**src/rtl/core/zczc_nnnn_bulletin_deframer_core_defines.svh**
```systemverilog
// Assertion macros used by the deframer core.
`ifndef ZCZC_NNNN_BULLETIN_DEFRAMER_CORE_DEFINES_SVH
`define ZCZC_NNNN_BULLETIN_DEFRAMER_CORE_DEFINES_SVH

`ifndef SYNTHESIS

// Same-cycle implication.
`define ZNBD_ASSERT_IMP(lbl, clk, rst, ante, cons) \
   lbl: assert property (@(posedge clk) disable iff (rst) (ante) |-> (cons)) \
      else $error("znbd assertion failed");

// Next-cycle implication.
`define ZNBD_ASSERT_NXT(lbl, clk, rst, ante, cons) \
   lbl: assert property (@(posedge clk) disable iff (rst) (ante) |=> (cons)) \
      else $error("znbd assertion failed");

`else

`define ZNBD_ASSERT_IMP(lbl, clk, rst, ante, cons)
`define ZNBD_ASSERT_NXT(lbl, clk, rst, ante, cons)

`endif

`endif

```
**src/rtl/core/znbd_pkg.sv**
```systemverilog
package znbd_pkg;

   // marker geometry
   localparam int MarkLen = 6;
   localparam int QueueDepthDefault = 4;

   localparam logic [7:0] CharCr = 8'h0D;

   // start marker ZCZC CR LF and its fallback table
   localparam logic [7:0] StartMark [MarkLen] =
      '{8'h5A, 8'h43, 8'h5A, 8'h43, 8'h0D, 8'h0A};
   localparam logic [2:0] StartFail [MarkLen] =
      '{3'd0, 3'd0, 3'd1, 3'd2, 3'd0, 3'd0};

   // end marker CR LF NNNN
   localparam logic [7:0] EndMark [MarkLen] =
      '{8'h0D, 8'h0A, 8'h4E, 8'h4E, 8'h4E, 8'h4E};

   typedef logic [2:0] prog_type;

   typedef enum logic {
      KindPayload = 1'b0,
      KindEnd     = 1'b1
   } kind_type;

   // one queued job: withheld prefix to release, then byte or end mark
   typedef struct packed {
      logic       is_end;
      prog_type   rel_count;
      logic       has_byte;
      logic [7:0] data;
   } cmd_type;

   // start marker matcher step with prefix fallback
   function automatic prog_type start_step(prog_type p, logic [7:0] b);
      prog_type q;
      q = (p >= prog_type'(MarkLen)) ? '0 : p;
      for (int k = 0; k < MarkLen - 1; k++) begin
         if (q != '0 && b != StartMark[q]) begin
            q = StartFail[q - 3'd1];
         end
      end
      if (b == StartMark[q]) begin
         q = q + 3'd1;
      end
      return q;
   endfunction

endpackage

```
**src/rtl/core/znbd_front.sv**
```systemverilog
module znbd_front (
   input  logic              clock,
   input  logic              reset,
   input  logic              req_valid,
   output logic              req_ready,
   input  logic [7:0]        req_in_byte,
   input  logic              q_full,
   output logic              push_valid,
   output znbd_pkg::cmd_type push_cmd
);

   logic               in_body_ff, in_body_in;
   znbd_pkg::prog_type start_prog_ff, start_prog_in;
   znbd_pkg::prog_type end_prog_ff, end_prog_in;
   znbd_pkg::prog_type start_nxt;
   znbd_pkg::prog_type end_p;
   logic               accept;

   assign req_ready = !q_full;
   assign accept    = req_valid && req_ready;
   assign start_nxt = znbd_pkg::start_step(start_prog_ff, req_in_byte);
   assign end_p     = (end_prog_ff >= znbd_pkg::prog_type'(znbd_pkg::MarkLen)) ?
                      '0 : end_prog_ff;

   // classify the word and build the job for the back end
   always_comb begin
      in_body_in    = in_body_ff;
      start_prog_in = start_prog_ff;
      end_prog_in   = end_prog_ff;
      push_valid    = 1'b0;
      push_cmd      = '0;
      if (accept) begin
         if (!in_body_ff) begin
            if (start_nxt == znbd_pkg::prog_type'(znbd_pkg::MarkLen)) begin
               in_body_in    = 1'b1;
               start_prog_in = '0;
               end_prog_in   = '0;
            end else begin
               start_prog_in = start_nxt;
            end
         end else if (req_in_byte == znbd_pkg::EndMark[end_p]) begin
            if (end_p == znbd_pkg::prog_type'(znbd_pkg::MarkLen - 1)) begin
               push_valid      = 1'b1;
               push_cmd.is_end = 1'b1;
               in_body_in      = 1'b0;
               start_prog_in   = '0;
               end_prog_in     = '0;
            end else begin
               end_prog_in = end_p + 3'd1;
            end
         end else begin
            // mismatch: release withheld prefix, then handle this word afresh
            push_cmd.rel_count = end_p;
            if (req_in_byte == znbd_pkg::CharCr) begin
               end_prog_in = 3'd1;
               push_valid  = (end_p != '0);
            end else begin
               end_prog_in       = '0;
               push_valid        = 1'b1;
               push_cmd.has_byte = 1'b1;
               push_cmd.data     = req_in_byte;
            end
         end
      end
   end

   always_ff @(posedge clock) begin
      if (reset) begin
         in_body_ff    <= 1'b0;
         start_prog_ff <= '0;
         end_prog_ff   <= '0;
      end else begin
         in_body_ff    <= in_body_in;
         start_prog_ff <= start_prog_in;
         end_prog_ff   <= end_prog_in;
      end
   end

endmodule

```
**src/rtl/core/znbd_queue.sv**
```systemverilog
module znbd_queue #(
   parameter int Depth = znbd_pkg::QueueDepthDefault
) (
   input  logic              clock,
   input  logic              reset,
   input  logic              push_valid,
   input  znbd_pkg::cmd_type push_cmd,
   output logic              q_full,
   output logic              q_valid,
   output znbd_pkg::cmd_type q_cmd,
   input  logic              q_pop
);

   localparam int PtrW = (Depth > 1) ? $clog2(Depth) : 1;
   localparam int CntW = $clog2(Depth + 1);

   znbd_pkg::cmd_type entry_ff [Depth];
   logic [PtrW-1:0]   wr_ptr_ff, wr_ptr_in;
   logic [PtrW-1:0]   rd_ptr_ff, rd_ptr_in;
   logic [CntW-1:0]   count_ff, count_in;
   logic              do_push, do_pop;

   assign q_full  = (count_ff == CntW'(Depth));
   assign q_valid = (count_ff != '0);
   assign q_cmd   = entry_ff[rd_ptr_ff];
   assign do_push = push_valid && !q_full;
   assign do_pop  = q_pop && q_valid;

   // pointer and fill count update
   always_comb begin
      wr_ptr_in = wr_ptr_ff;
      rd_ptr_in = rd_ptr_ff;
      count_in  = count_ff;
      if (do_push) begin
         wr_ptr_in = (wr_ptr_ff == PtrW'(Depth - 1)) ? '0 : wr_ptr_ff + 1'b1;
      end
      if (do_pop) begin
         rd_ptr_in = (rd_ptr_ff == PtrW'(Depth - 1)) ? '0 : rd_ptr_ff + 1'b1;
      end
      if (do_push && !do_pop) begin
         count_in = count_ff + 1'b1;
      end else if (do_pop && !do_push) begin
         count_in = count_ff - 1'b1;
      end
   end

   always_ff @(posedge clock) begin
      if (reset) begin
         wr_ptr_ff <= '0;
         rd_ptr_ff <= '0;
         count_ff  <= '0;
      end else begin
         wr_ptr_ff <= wr_ptr_in;
         rd_ptr_ff <= rd_ptr_in;
         count_ff  <= count_in;
      end
   end

   // entry storage, no reset
   always_ff @(posedge clock) begin
      if (do_push) begin
         entry_ff[wr_ptr_ff] <= push_cmd;
      end
   end

endmodule

```
**src/rtl/core/znbd_back.sv**
```systemverilog
module znbd_back (
   input  logic              clock,
   input  logic              reset,
   input  logic              q_valid,
   input  znbd_pkg::cmd_type q_cmd,
   output logic              q_pop,
   output logic              rsp_valid,
   input  logic              rsp_ready,
   output logic              rsp_out_kind,
   output logic [7:0]        rsp_out_byte,
   output logic              rsp_run_last
);

   logic               rsp_valid_ff, rsp_valid_in;
   logic               kind_ff, kind_in;
   logic [7:0]         byte_ff, byte_in;
   logic               last_ff, last_in;
   znbd_pkg::prog_type idx_ff, idx_in;
   znbd_pkg::prog_type total;
   logic               load;

   assign load  = q_valid && (!rsp_valid_ff || rsp_ready);
   assign total = q_cmd.rel_count + {2'b00, (q_cmd.is_end || q_cmd.has_byte)};

   // expand the head job into one result word per cycle while the output word is taken
   always_comb begin
      rsp_valid_in = rsp_valid_ff && !rsp_ready;
      kind_in      = kind_ff;
      byte_in      = byte_ff;
      last_in      = last_ff;
      idx_in       = idx_ff;
      q_pop        = 1'b0;
      if (load) begin
         rsp_valid_in = 1'b1;
         last_in      = (idx_ff == total - 3'd1);
         if (idx_ff < q_cmd.rel_count) begin
            kind_in = znbd_pkg::KindPayload;
            byte_in = znbd_pkg::EndMark[idx_ff];
         end else if (q_cmd.is_end) begin
            kind_in = znbd_pkg::KindEnd;
            byte_in = '0;
         end else begin
            kind_in = znbd_pkg::KindPayload;
            byte_in = q_cmd.data;
         end
         if (last_in) begin
            q_pop  = 1'b1;
            idx_in = '0;
         end else begin
            idx_in = idx_ff + 3'd1;
         end
      end
   end

   always_ff @(posedge clock) begin
      if (reset) begin
         rsp_valid_ff <= 1'b0;
         idx_ff       <= '0;
      end else begin
         rsp_valid_ff <= rsp_valid_in;
         idx_ff       <= idx_in;
      end
   end

   // output word register
   always_ff @(posedge clock) begin
      kind_ff <= kind_in;
      byte_ff <= byte_in;
      last_ff <= last_in;
   end

   assign rsp_valid    = rsp_valid_ff;
   assign rsp_out_kind = kind_ff;
   assign rsp_out_byte = byte_ff;
   assign rsp_run_last = last_ff;

endmodule

```
**src/rtl/core/zczc_nnnn_bulletin_deframer_core.sv**
```systemverilog
// Bulletin deframer: pulls messages framed by ZCZC CR LF ... CR LF NNNN out
// of a byte stream.
// Input channel req_*: one received byte per word (req_in_byte).
// Result channel rsp_*: payload words (rsp_out_kind 0, rsp_out_byte) and one
// end-of-message word (rsp_out_kind 1, byte 0) per message; rsp_run_last
// marks the last result word caused by an input byte.
// Bytes outside a message and the bytes of the start marker give no result;
// the byte that completes the end marker gives the end-of-message word.
// Bytes that may begin the end marker are held back and released in order
// when the match breaks, so one input byte gives up to six result words.
// A byte's job is written into the job queue when the byte is accepted, and
// its first result word is loaded from the queue into the output register.
// Throughput: one byte per cycle; a byte that gives n result words passes
// them through the single-word output register one by one, and the front
// keeps accepting until the job queue (QueueDepth jobs) fills.
// When rsp_ready is low the output word holds and the queue absorbs further
// jobs; req_ready drops only when the queue is full.
// Reset (synchronous, active high) returns to hunting for the start marker
// and empties the queue and the output register.
`include "zczc_nnnn_bulletin_deframer_core_defines.svh"

module zczc_nnnn_bulletin_deframer_core #(
   parameter int QueueDepth = znbd_pkg::QueueDepthDefault
) (
   input  logic       clock,
   input  logic       reset,
   input  logic       req_valid,
   output logic       req_ready,
   input  logic [7:0] req_in_byte,
   output logic       rsp_valid,
   input  logic       rsp_ready,
   output logic       rsp_out_kind,
   output logic [7:0] rsp_out_byte,
   output logic       rsp_run_last
);

   logic              q_full;
   logic              push_valid;
   znbd_pkg::cmd_type push_cmd;
   logic              q_valid;
   znbd_pkg::cmd_type q_cmd;
   logic              q_pop;

   // byte matcher and job builder
   znbd_front u_front (
      .clock       (clock),
      .reset       (reset),
      .req_valid   (req_valid),
      .req_ready   (req_ready),
      .req_in_byte (req_in_byte),
      .q_full      (q_full),
      .push_valid  (push_valid),
      .push_cmd    (push_cmd)
   );

   // job queue between front and back
   znbd_queue #(
      .Depth (QueueDepth)
   ) u_queue (
      .clock      (clock),
      .reset      (reset),
      .push_valid (push_valid),
      .push_cmd   (push_cmd),
      .q_full     (q_full),
      .q_valid    (q_valid),
      .q_cmd      (q_cmd),
      .q_pop      (q_pop)
   );

   // result expansion and output register
   znbd_back u_back (
      .clock        (clock),
      .reset        (reset),
      .q_valid      (q_valid),
      .q_cmd        (q_cmd),
      .q_pop        (q_pop),
      .rsp_valid    (rsp_valid),
      .rsp_ready    (rsp_ready),
      .rsp_out_kind (rsp_out_kind),
      .rsp_out_byte (rsp_out_byte),
      .rsp_run_last (rsp_run_last)
   );

   // end of message is always the last word of its byte and carries zero
   `ZNBD_ASSERT_IMP(a_end_is_last, clock, reset, rsp_valid && rsp_out_kind, rsp_run_last)
   `ZNBD_ASSERT_IMP(a_end_byte_zero, clock, reset, rsp_valid && rsp_out_kind, rsp_out_byte == 8'h00)
   // front never pushes into a full queue
   `ZNBD_ASSERT_IMP(a_no_push_full, clock, reset, push_valid, !q_full)
   // a pop with no push beside it leaves a non-full queue behind
   `ZNBD_ASSERT_NXT(a_pop_frees, clock, reset, q_pop && !push_valid, !q_full)

endmodule
```
**config.mk**
```make
export PLATFORM = sky130hd
export DESIGN_NAME = zczc_nnnn_bulletin_deframer_core
export DESIGN_NICKNAME = d
export VERILOG_FILES = /design/src/rtl/core/znbd_pkg.sv /design/src/rtl/core/znbd_front.sv /design/src/rtl/core/znbd_queue.sv /design/src/rtl/core/znbd_back.sv /design/src/rtl/core/zczc_nnnn_bulletin_deframer_core.sv
export VERILOG_INCLUDE_DIRS = /design/src /design/src/rtl/core
export SDC_FILE = /design/constraint.sdc
export NUM_CORES = 1
export LEC_CHECK = 0
export BUFFER_PORTS_ARGS = -buffer_cell sky130_fd_sc_hd__buf_2
export CORE_MARGIN = 2
export CORE_UTILIZATION = 40
export DETAILED_ROUTE_END_ITERATION = 7
export PLACE_DENSITY = 0.53
export SETUP_SLACK_MARGIN = 0.5
export SYNTH_ARGS = -nofsm -noshare
export SYNTH_HDL_FRONTEND = slang
export SYNTH_SLANG_ARGS = --single-unit
export TNS_END_PERCENT = 1
```
**constraint.sdc**
```tcl
create_clock -name clock -period 19.7 [get_ports clock]
set_input_delay 1.97 -clock clock [delete_from_list [all_inputs] [get_ports clock]]
set_output_delay 1.97 -clock clock [all_outputs]
set_load 0.005 [all_outputs]
```
Word-level counts from Yosys, hierarchy flattened. Memory sizes are Yosys's and may differ from the RTL's. A register that Yosys moved wholly into a read port is not among the register bits. Index checks and enable logic that the tools add are counted. Widths: inputs -> output; s select.

Flip-flop bits (word level): 28. Bits in writable memories: 52. ROM bits: 632. Memories kept: 14.

Memory list: (no name shown) (words 8, bits a word 8, read ports 1, clocked after Yosys merged registers in 0, write ports 0, RTL line znbd_pkg.sv:39) `if (q != '0 && b != StartMark[q]) begin`; (no name shown) (words 8, bits a word 8, read ports 1, clocked after Yosys merged registers in 0, write ports 0, RTL line znbd_pkg.sv:39); (no name shown) (words 8, bits a word 8, read ports 1, clocked after Yosys merged registers in 0, write ports 0, RTL line znbd_pkg.sv:39); (no name shown) (words 8, bits a word 8, read ports 1, clocked after Yosys merged registers in 0, write ports 0, RTL line znbd_pkg.sv:39); (no name shown) (words 8, bits a word 8, read ports 1, clocked after Yosys merged registers in 0, write ports 0, RTL line znbd_pkg.sv:39); (no name shown) (words 8, bits a word 8, read ports 1, clocked after Yosys merged registers in 0, write ports 0, RTL line znbd_pkg.sv:43) `if (b == StartMark[q]) begin`; +8 memories.

$add $sub $neg: 14. Order comparisons: 16. Equal/unequal tests: 16. Multiplexer cells: 72. Bitwise logic cells: 13. Reductions and logical operators: 30.

Operators with widths (number): $mux 8 (18); $mux 3 (29); $ge 4x4->1 const B (13); $not 3->4 (13); $ne 8x8->1 (5); $mux 13 (2); $reduce_bool 3->1 (7); $sub 3x1->3 const B (7); $mux 1 (17); $eq 8x8->1 (2); $add 3x1->3 const B (4); $logic_and 1x1->1 (12); $mux 12 (1); $eq 3x3->1 const B (3); $mux 9 (1); $eq 8x4->1 const B (1); $mux 2 (4); $ge 3x3->1 const B (2); $logic_not 1->1 (5); $add 2x1->2 const B (2); $eq 2x2->1 const B (2); $ne 2x2->1 const B (2); $reduce_bool 2->1 (2); $add 3x1->3 (1); 5 further kinds (6).

Longest topological paths before layout. Gate-level depths: netlist of the first run.

Word-level depth: 46. Mapped depth: 51.

Cells and area by module. A second synthesis of the first run with hierarchy kept.

Cell total of the unflattened synthesis: 468. Area, all modules: 5141.2 sq um.

By module, submodules not included: znbd_queue (instances 1, cells an instance 117, area each 2363.5 sq um, sequential area each 1741.7 sq um); znbd_front (instances 1, cells an instance 282, area each 1991.9 sq um, sequential area each 140.1 sq um); znbd_back (instances 1, cells an instance 69, area each 785.8 sq um, sequential area each 380.4 sq um).

Worst setup path after synthesis of the first run. Ideal clock, no wire load.

Kind: input -> register. Start point: in req_in_byte[6]. End point: reg u_front.start_prog_ff[2]. Arrival: 11.286 ns. Data required time: 19.630 ns. Slack: 8.343 ns. Cell stages on the path: 48. Cells stage by stage: buf_2 > clkinv_1 > o21ai_0 > a31o_2 > a21oi_1 > nand2_1 > nand3_1 > ha_1 > xnor2_1 > nand2_1 > or2_1 > a2111oi_4 > nor3_2 > a21oi_1 > inv_1 > ha_1 > xor2_1 > nor4_1 > [12 not listed] > nor3_1 > a2111oi_4 > inv_1 > ha_1 > xnor2_1 > nand3_1 > nor3_1 > a31oi_1 > a21boi_4 > inv_1 > ha_1 > xnor2_1 > nand3_1 > nor4b_1 > nand2_1 > o211ai_1 > or4b_1 > a21oi_1.

Cells in the longest elaborated chain, start to end: 40. Elaborated cells on any way between the ends: 68. Those cells by class: add/sub: 5; eq/ne: 9; mux: 26; bitwise: 9; reduce/logical: 10; memory: 9.

RTL lines: start: declaration (RTL line zczc_nnnn_bulletin_deframer_core.sv:29) `input logic [7:0] req_in_byte,`; branches (longest 40 deep; another with $sub 3x1->3); end signal: assignment (RTL line znbd_front.sv:74) `start_prog_ff <= start_prog_in;`; end: declaration (RTL line znbd_front.sv:13) `znbd_pkg::prog_type start_prog_ff, start_prog_in;`.

Parallel ways; which one is timed is not known. The select of a mux whose other input is x is not followed. A chain may end at the register's enable or synchronous reset.

Worst setup path in the final report of the first run. Ends and elaborated chain as after synthesis.

==> results of run 1 <==
[power groups by stage]
stage | clock network [mW] | registers [mW] | logic, mW
2_1_floorplan | 0 | 0.188 | 0.0318
3_3_place_gp | 0 | 0.188 | 0.0400
3_5_place_dp | 0 | 0.188 | 0.0399
4_1_cts | 0.190 | 0.184 | 0.0401
5_1_grt | 0.198 | 0.184 | 0.0445
6_report | 0.186 | 0.184 | 0.0401
[cells by family after synthesis]
| group | after synthesis |
|---|---|
| AOI/OAI and AO/OA | 84 |
| xor gates and xnor gates | 22 |
| adders and majority gates | 38 |
| buffers and inverters | 49 |
| DFF | 82 |
| muxes | 26 |
| and+or+nand+nor | 149 |
[state kept, by name, indices dropped and copies added (netlist names), 2 cells and up, named ones only]
register,cells
u_back.idx_ff,3
u_front.start_prog_ff,3
u_front.end_prog_ff,3
u_queue.entry_ff,52
u_queue.rd_ptr_ff,2
u_queue.wr_ptr_ff,2
u_queue.count_ff,3
u_back.rsp_out_byte,8
[through the flow]
step           cell area, sq um  setup slack [ns]  hold WS [ns]  utilization, %  cells
3_5_place_dp               5290              6.79         0.460            42.4    627
6_report                   5640              7.10         0.464            45.2    643
4_1_cts                    5640              7.11         0.468            45.2    643
5_1_grt                    5640              6.13         0.503            45.2    643
3_3_place_gp               5290              7.14         0.449            42.4    627
2_1_floorplan              5050              8.34         0.462               -    450
[metal layers]
layer / up-vias / wire length (microns)
met2: 65 / 5080
li1: 1689 / -
met5: - / 0
met4: 0 / 218
met1: 1655 / 4470
met3: 15 / 287
[layout by cell type (no fill, tap or decap), types with 4 or more instances in the layout]
cell,instances
xor2_1,8
nand2_1,26
o211ai_1,5
ha_1,37
clkbuf_16,12
nor2_1,33
buf_2,23
and2_1,9
or3_1,4
nor3_1,13
o21ai_0,19
a31oi_1,6
nand3_1,10
nand2b_1,7
nand3b_1,9
mux4_2,13
nor3b_1,4
a21oi_1,21
xnor2_1,12
inv_1,29
mux2i_1,9
edfxtp_1,62
nor2b_1,8
dfxtp_1,20
[area by class of cell]
type | count | area, sq um | share of cell area [%]
inverters | 31 | 119 | 2.11
multi-input cells | 319 | 2580 | 45.7
clock inverters | 2 | 38.8 | 0.688
repair buffers | 23 | 115 | 2.04
well taps | 172 | 215 | 3.82
clock buffers | 14 | 308 | 5.46
flip-flops and latches | 82 | 2260 | 40.1
[worst max path at each step]
stage                         from                       end  cells after the start
floorplan           req_in_byte[6]  u_front.start_prog_ff[2]                     48
global placement    req_in_byte[6]  u_front.start_prog_ff[2]                     48
detailed placement  req_in_byte[6]  u_front.start_prog_ff[2]                     48
CTS                 req_in_byte[6]  u_front.start_prog_ff[2]                     49
global route        req_in_byte[6]  u_front.start_prog_ff[2]                     49
finish              req_in_byte[6]  u_front.start_prog_ff[2]                     48
[worst max-delay path: cells and delay by family]
kind / cells / cell delay, ns
compound gates: 14 / 3.55
simple gates: 18 / 3.85
fa+ha+maj: 5 / 1.68
buf+inv: 6 / 1.06
xor+xnor: 5 / 0.71
==> results.py, run 1 <==
metrics = {
    "route": {
        "vias_per_cell": 5.33,
        "wire_per_inst_microns": 15.6,
        "dr.pass1.iters": 4,
        "drt-total-wl_mm": 10.1,
        "drt_iter0_drc": 194,
        "ant_nets": 0,
        "drc": 0,
        "vias": 3424,
    },
    "worst_hold_path": {
        "hold_depth": 2,
        "whs_endpoint": "u_back.rsp_valid",
        "hp-class": "reg -> reg",
        "worstHoldStart": "u_back.rsp_valid",
    },
    "global_routing": {
        "use_met3_pct": 3.37,
        "top_usage_layer": "met2",
        "grt_util_met1_pct": 19.9,
        "antenna_found_initial": 0,
        "grt_max_degree": 19,
        "grt_pass1_vias": 3241,
        "grtUsageMet2_pct": 27.0,
        "grt_pass1_wl_mm": 16.3,
        "grt_overflow_total": 0,
        "grt_usage_pct": 15.9,
    },
    "worst_setup_path": {
        "regToRegSetupSlack_ns": 8.61,
        "worstReg2RegEnd": "u_front.start_prog_ff[2]",
        "worstPathArrival_ns": 12.86,
        "worstPathMaxFanout": 18,
        "required_ns": 19.96,
        "r2r_cells": 49,
        "cpPeakStageDelay_ns": 0.67,
        "critPathSlowestCell": "nor4b_1",
        "r2r_start": "u_front.start_prog_ff[2]",
        "crit_type": "in -> reg",
        "endpoint_kind": "flip-flop",
        "cp-start-kind": "input pin",
    },
    "timing": {
        "slew_viol_final": 0,
        "finalCritPeriodShare_pct": 63.9,
        "setup_viol": 0,
        "slew_headroom_pct": 40.7,
        "finClkSkew_ns": 0.00667,
        "max_freq_ghz": 0.0794,
        "layout_min_cycle_time_ns": 12.60,
        "worstMarginPinSlew_ns": 0.889,
        "final-hold-violation-count": 0,
        "finalSetupTns_ns": 0,
        "rsz0062_at_grt": "false",
    },
    "power": {
        "p_clk_share_pct": 45.3,
        "sw_frac_of_total_pct": 22.0,
        "power.leakage_nw": 2.09,
        "comb_power_share_pct": 9.8,
        "seq_power_share_pct": 44.9,
        "switchingPower_mw": 0.0903,
        "power_density_nw_per_um2": 72.8,
        "power_mw": 0.410,
        "p_int_mw": 0.320,
        "ir_drop_mv": 0.0499,
    },
    "run": {
        "cap_violations": 0,
    },
    "layout": {
        "drive_gt1_share_pct": 15.3,
        "area_delta_synth_final_pct": 11.7,
        "final_nets": 516,
        "antenna_cells": 0,
        "fillers": 1157,
    },
    "floorplan": {
        "die-area_sq_um": 13500,
        "core_region_area_sq_um": 12500,
        "die_y_microns": 116,
        "chipWidth_microns": 116,
        "start_util_pct": 40.5,
        "rows": 41,
        "ioPinCount": 24,
    },
    "clocking": {
        "cts_max_path_buffers": 2,
        "clkLatencyLatePin_ns": 0.33,
        "cts-htree-levels": 3,
        "cts_sinks": 82,
        "root_buffer": "clkbuf_16",
        "cts_setup_buffers": 0,
        "numCtsBuffers": 9,
        "ctsResizeCount": 0,
        "cts_tree": "built",
        "cts_hold_buf": 0,
        "clkTransAtPathRegs_ns": 0.06,
    },
    "yosys": {
        "avgSynthCellArea_sq_um": 11.2,
        "synth_common_cells": "62 x edfxtp_1, 37 x ha_1, 33 x nor2_1",
        "synthFlopType": "edfxtp_1",
        "synth-simple-area-share_pct": 16.4,
        "synth-seq-cells": 82,
        "synthMuxAreaShare_pct": 8.53,
        "synth_adder_area_share_pct": 9.57,
        "syn_area_sq_um": 5050,
        "yosysTopAreaCellShare_pct": 36.9,
        "seq_area_frac_synth_pct": 44.8,
        "synth_top_family_by_area": "simple AND/OR/NAND/NOR gates",
        "synth_most_common_cell": "edfxtp_1",
        "synth_top_area_cell": "edfxtp_1",
        "postSynthCellCount": 450,
        "synth-edff-count": 62,
        "synthXorXnorAreaFrac_pct": 4.12,
        "synth.distinct_cells": 74,
        "ys_top_cells_by_area": "edfxtp_1 37%, ha_1 9.2%, dfxtp_1 7.9%",
        "async_flop_share_pct": 0,
        "synth_nets": 500,
        "yosys_warnings": 0,
        "synth-compound-area-share_pct": 12.5,
    },
    "placement": {
        "place_congestion": 0.864,
        "io_buffers": 23,
        "dpl.hpwl_mm": 7.22,
    },
    "run_status": {
        "outcome": "finished, final reports clean",
    },
}
Power figures use the tool's default switching activity.
==> inputs of run 2 (changes only) <==
--- a/config.mk
+++ b/config.mk
@@ -10,7 +10,7 @@
 export CORE_MARGIN = 2
 export CORE_UTILIZATION = 40
 export DETAILED_ROUTE_END_ITERATION = 7
-export PLACE_DENSITY = 0.53
+export PLACE_DENSITY = 0.55
 export SETUP_SLACK_MARGIN = 0.5
 export SYNTH_ARGS = -nofsm -noshare
 export SYNTH_HDL_FRONTEND = slang
==> constraint.sdc (replaced) <==
create_clock -name clock -period 11 [get_ports clock]
set_input_delay 1.1 -clock clock [delete_from_list [all_inputs] [get_ports clock]]
set_output_delay 1.1 -clock clock [all_outputs]
set_load 0.005 [all_outputs]
==> results.py, run 2 (synthesized netlist as in run 1, its figures left out) <==
metrics = {
    "layout": {
        "final_nets": 544,
        "final_core_util_pct": 47.6,
        "fillers": 1134,
        "mostFrequentLayoutCell": "edfxtp_1",
        "layout_common_cells": "62 x edfxtp_1, 33 x nor2_1, 33 x ha_1",
        "largest_reg_flops": 52,
        "regMostFlops": "u_queue.entry_ff",
        "antenna_cells": 0,
        "area_delta_synth_final_pct": 17.6,
        "drive_gt1_share_pct": 24.6,
    },
    "global_routing": {
        "grt_pass1_vias": 3242,
        "grt_pass1_wl_mm": 16.2,
        "grt_max_degree": 19,
        "grt_overflow_total": 0,
        "grt_usage_pct": 15.9,
        "antenna_found_initial": 0,
    },
    "floorplan": {
        "start_util_pct": 40.5,
        "die_y_microns": 116,
        "rows": 41,
        "core_region_area_sq_um": 12500,
        "die-area_sq_um": 13500,
        "ioPinCount": 24,
        "chipWidth_microns": 116,
    },
    "worst_setup_path": {
        "cpPeakStageDelay_ns": 0.51,
        "regToRegSetupSlack_ns": 1.31,
        "r2r_start": "u_front.start_prog_ff[1]",
        "required_ns": 11.26,
        "endpoint_kind": "flip-flop",
        "cp-start-kind": "input pin",
        "crit_type": "in -> reg",
        "worstPathMaxFanout": 8,
        "r2r_cells": 47,
        "worstReg2RegEnd": "u_front.start_prog_ff[2]",
        "worstPathArrival_ns": 10.24,
        "cp_top_family": "simple AND/OR/NAND/NOR gates",
        "timing.critical_path.buf_inv": 5,
        "critPathSlowestCell": "or4b_4",
    },
    "timing": {
        "slew_viol_final": 0,
        "layout_min_cycle_time_ns": 9.98,
        "setup_viol": 0,
        "finClkSkew_ns": 0.00769,
        "worstMarginPinSlew_ns": 0.887,
        "max_freq_ghz": 0.100,
        "timing.hold.ws_ns": 0.466,
        "rsz0062_at_grt": "false",
        "final-hold-violation-count": 0,
        "slew_headroom_pct": 40.8,
        "finalCritPeriodShare_pct": 90.7,
    },
    "clocking": {
        "numCtsBuffers": 9,
        "clkLatencyLatePin_ns": 0.33,
        "cts_tree": "built",
        "root_buffer": "clkbuf_16",
        "cts_max_path_buffers": 2,
        "cts_sinks": 82,
        "cts-htree-levels": 3,
        "cts_hold_buf": 0,
        "clkTransAtPathRegs_ns": 0.06,
    },
    "power": {
        "ir_drop_mv": 0.0671,
        "power.leakage_nw": 2.19,
        "power_mw": 0.705,
        "power_density_nw_per_um2": 119,
    },
    "route": {
        "drt-total-wl_mm": 10.5,
        "ant_nets": 0,
        "vias": 3537,
        "drc": 0,
        "wire_per_inst_microns": 15.6,
        "vias_per_cell": 5.27,
        "dr.pass1.iters": 4,
        "drt_iter0_drc": 240,
    },
    "placement": {
        "io_buffers": 23,
        "dpl.hpwl_mm": 7.54,
        "place_congestion": 0.911,
    },
    "worst_hold_path": {
        "hp-class": "reg -> reg",
        "whs_endpoint": "u_back.rsp_valid",
        "worstHoldStart": "u_back.rsp_valid",
        "hold_depth": 2,
    },
    "run": {
        "cap_violations": 0,
    },
    "run_status": {
        "outcome": "finished, final reports clean",
    },
}
-- run 2: changes by cell type in the layout (fill, tap and decap cells not counted), moves of 3 or more --
cell,previous run,this run
clkbuf_16,12,9
inv_1,29,26
a21oi_2,0,3
ha_4,0,3
nor3_1,13,10
inv_2,0,3
ha_1,37,33
buf_4,0,29
a21oi_1,21,18
-- run 2: worst max-delay path by stage --
stage          slack [ns]  cells past startpoint                  endpoint      startpoint
6_report             1.02                     48  u_front.start_prog_ff[2]  req_in_byte[3]
3_5_place_dp        -0.10                     49  u_front.start_prog_ff[2]  req_in_byte[6]
4_1_cts              0.54                     48  u_front.start_prog_ff[2]  req_in_byte[3]
3_3_place_gp         0.28                     47  u_front.start_prog_ff[2]  req_in_byte[6]
5_1_grt              0.53                     49  u_front.start_prog_ff[2]  req_in_byte[1]
2_1_floorplan        0.51                     48  u_front.start_prog_ff[2]  req_in_byte[6]
-- run 2: tightest hold or removal path, delay by kind of cell (launching register included) --
family           cells  cell delay (ns)
flip-flops           1             0.32
AND/OR/NAND/NOR      1             0.05
AO/OA/AOI/OAI        1             0.05
-- run 2: stage by stage --
stage / std cells / instance area (sq um) / setup slack [ns] / TNS (ns)
5_1_grt: 671 / 5940 / 0.534 / 0
2_1_floorplan: 450 / 5050 / 0.513 / 0
6_report: 671 / 5940 / 1.02 / 0
4_1_cts: 659 / 5710 / 0.537 / 0
3_3_place_gp: 640 / 5390 / 0.277 / 0
3_5_place_dp: 640 / 5390 / -0.100 / -0.116
-- run 2: metal layers --
layer | GRT usage [%] | part of all wire, % | up-vias
met3 | 3.06 | 4.1 | 25
met1 | 19.8 | 43 | 1702
met4 | 7.30 | 2.4 | 0
li1 | - | - | 1737
met2 | 26.8 | 50 | 73
met5 | 0 | 0 | -
-- run 2: final cells by class --
cell class | instances | area (sq um) | area share [%]
Tap cell | 172 | 215 | 3.63
Timing Repair Buffer | 51 | 334 | 5.63
Clock buffer | 10 | 229 | 3.86
Clock inverter | 6 | 57.6 | 0.970
Multi-Input combinational cell | 319 | 2720 | 45.8
Sequential cell | 82 | 2260 | 38.1
Inverter | 31 | 119 | 2.00
-- run 2: repair_timing --
action	CTS	global route
pin swaps	2	19
buffers inserted	3	12
endpoints found under the setup margin	6	7
gates resized for setup	4	29
-- run 2: where the power goes --
group          switching (mW)  total (mW)  internal (mW)
Combinational          0.0521      0.0893         0.0372
Clock                   0.112       0.286          0.174
Sequential            0.00111       0.330          0.329
Total                   0.165       0.705          0.540
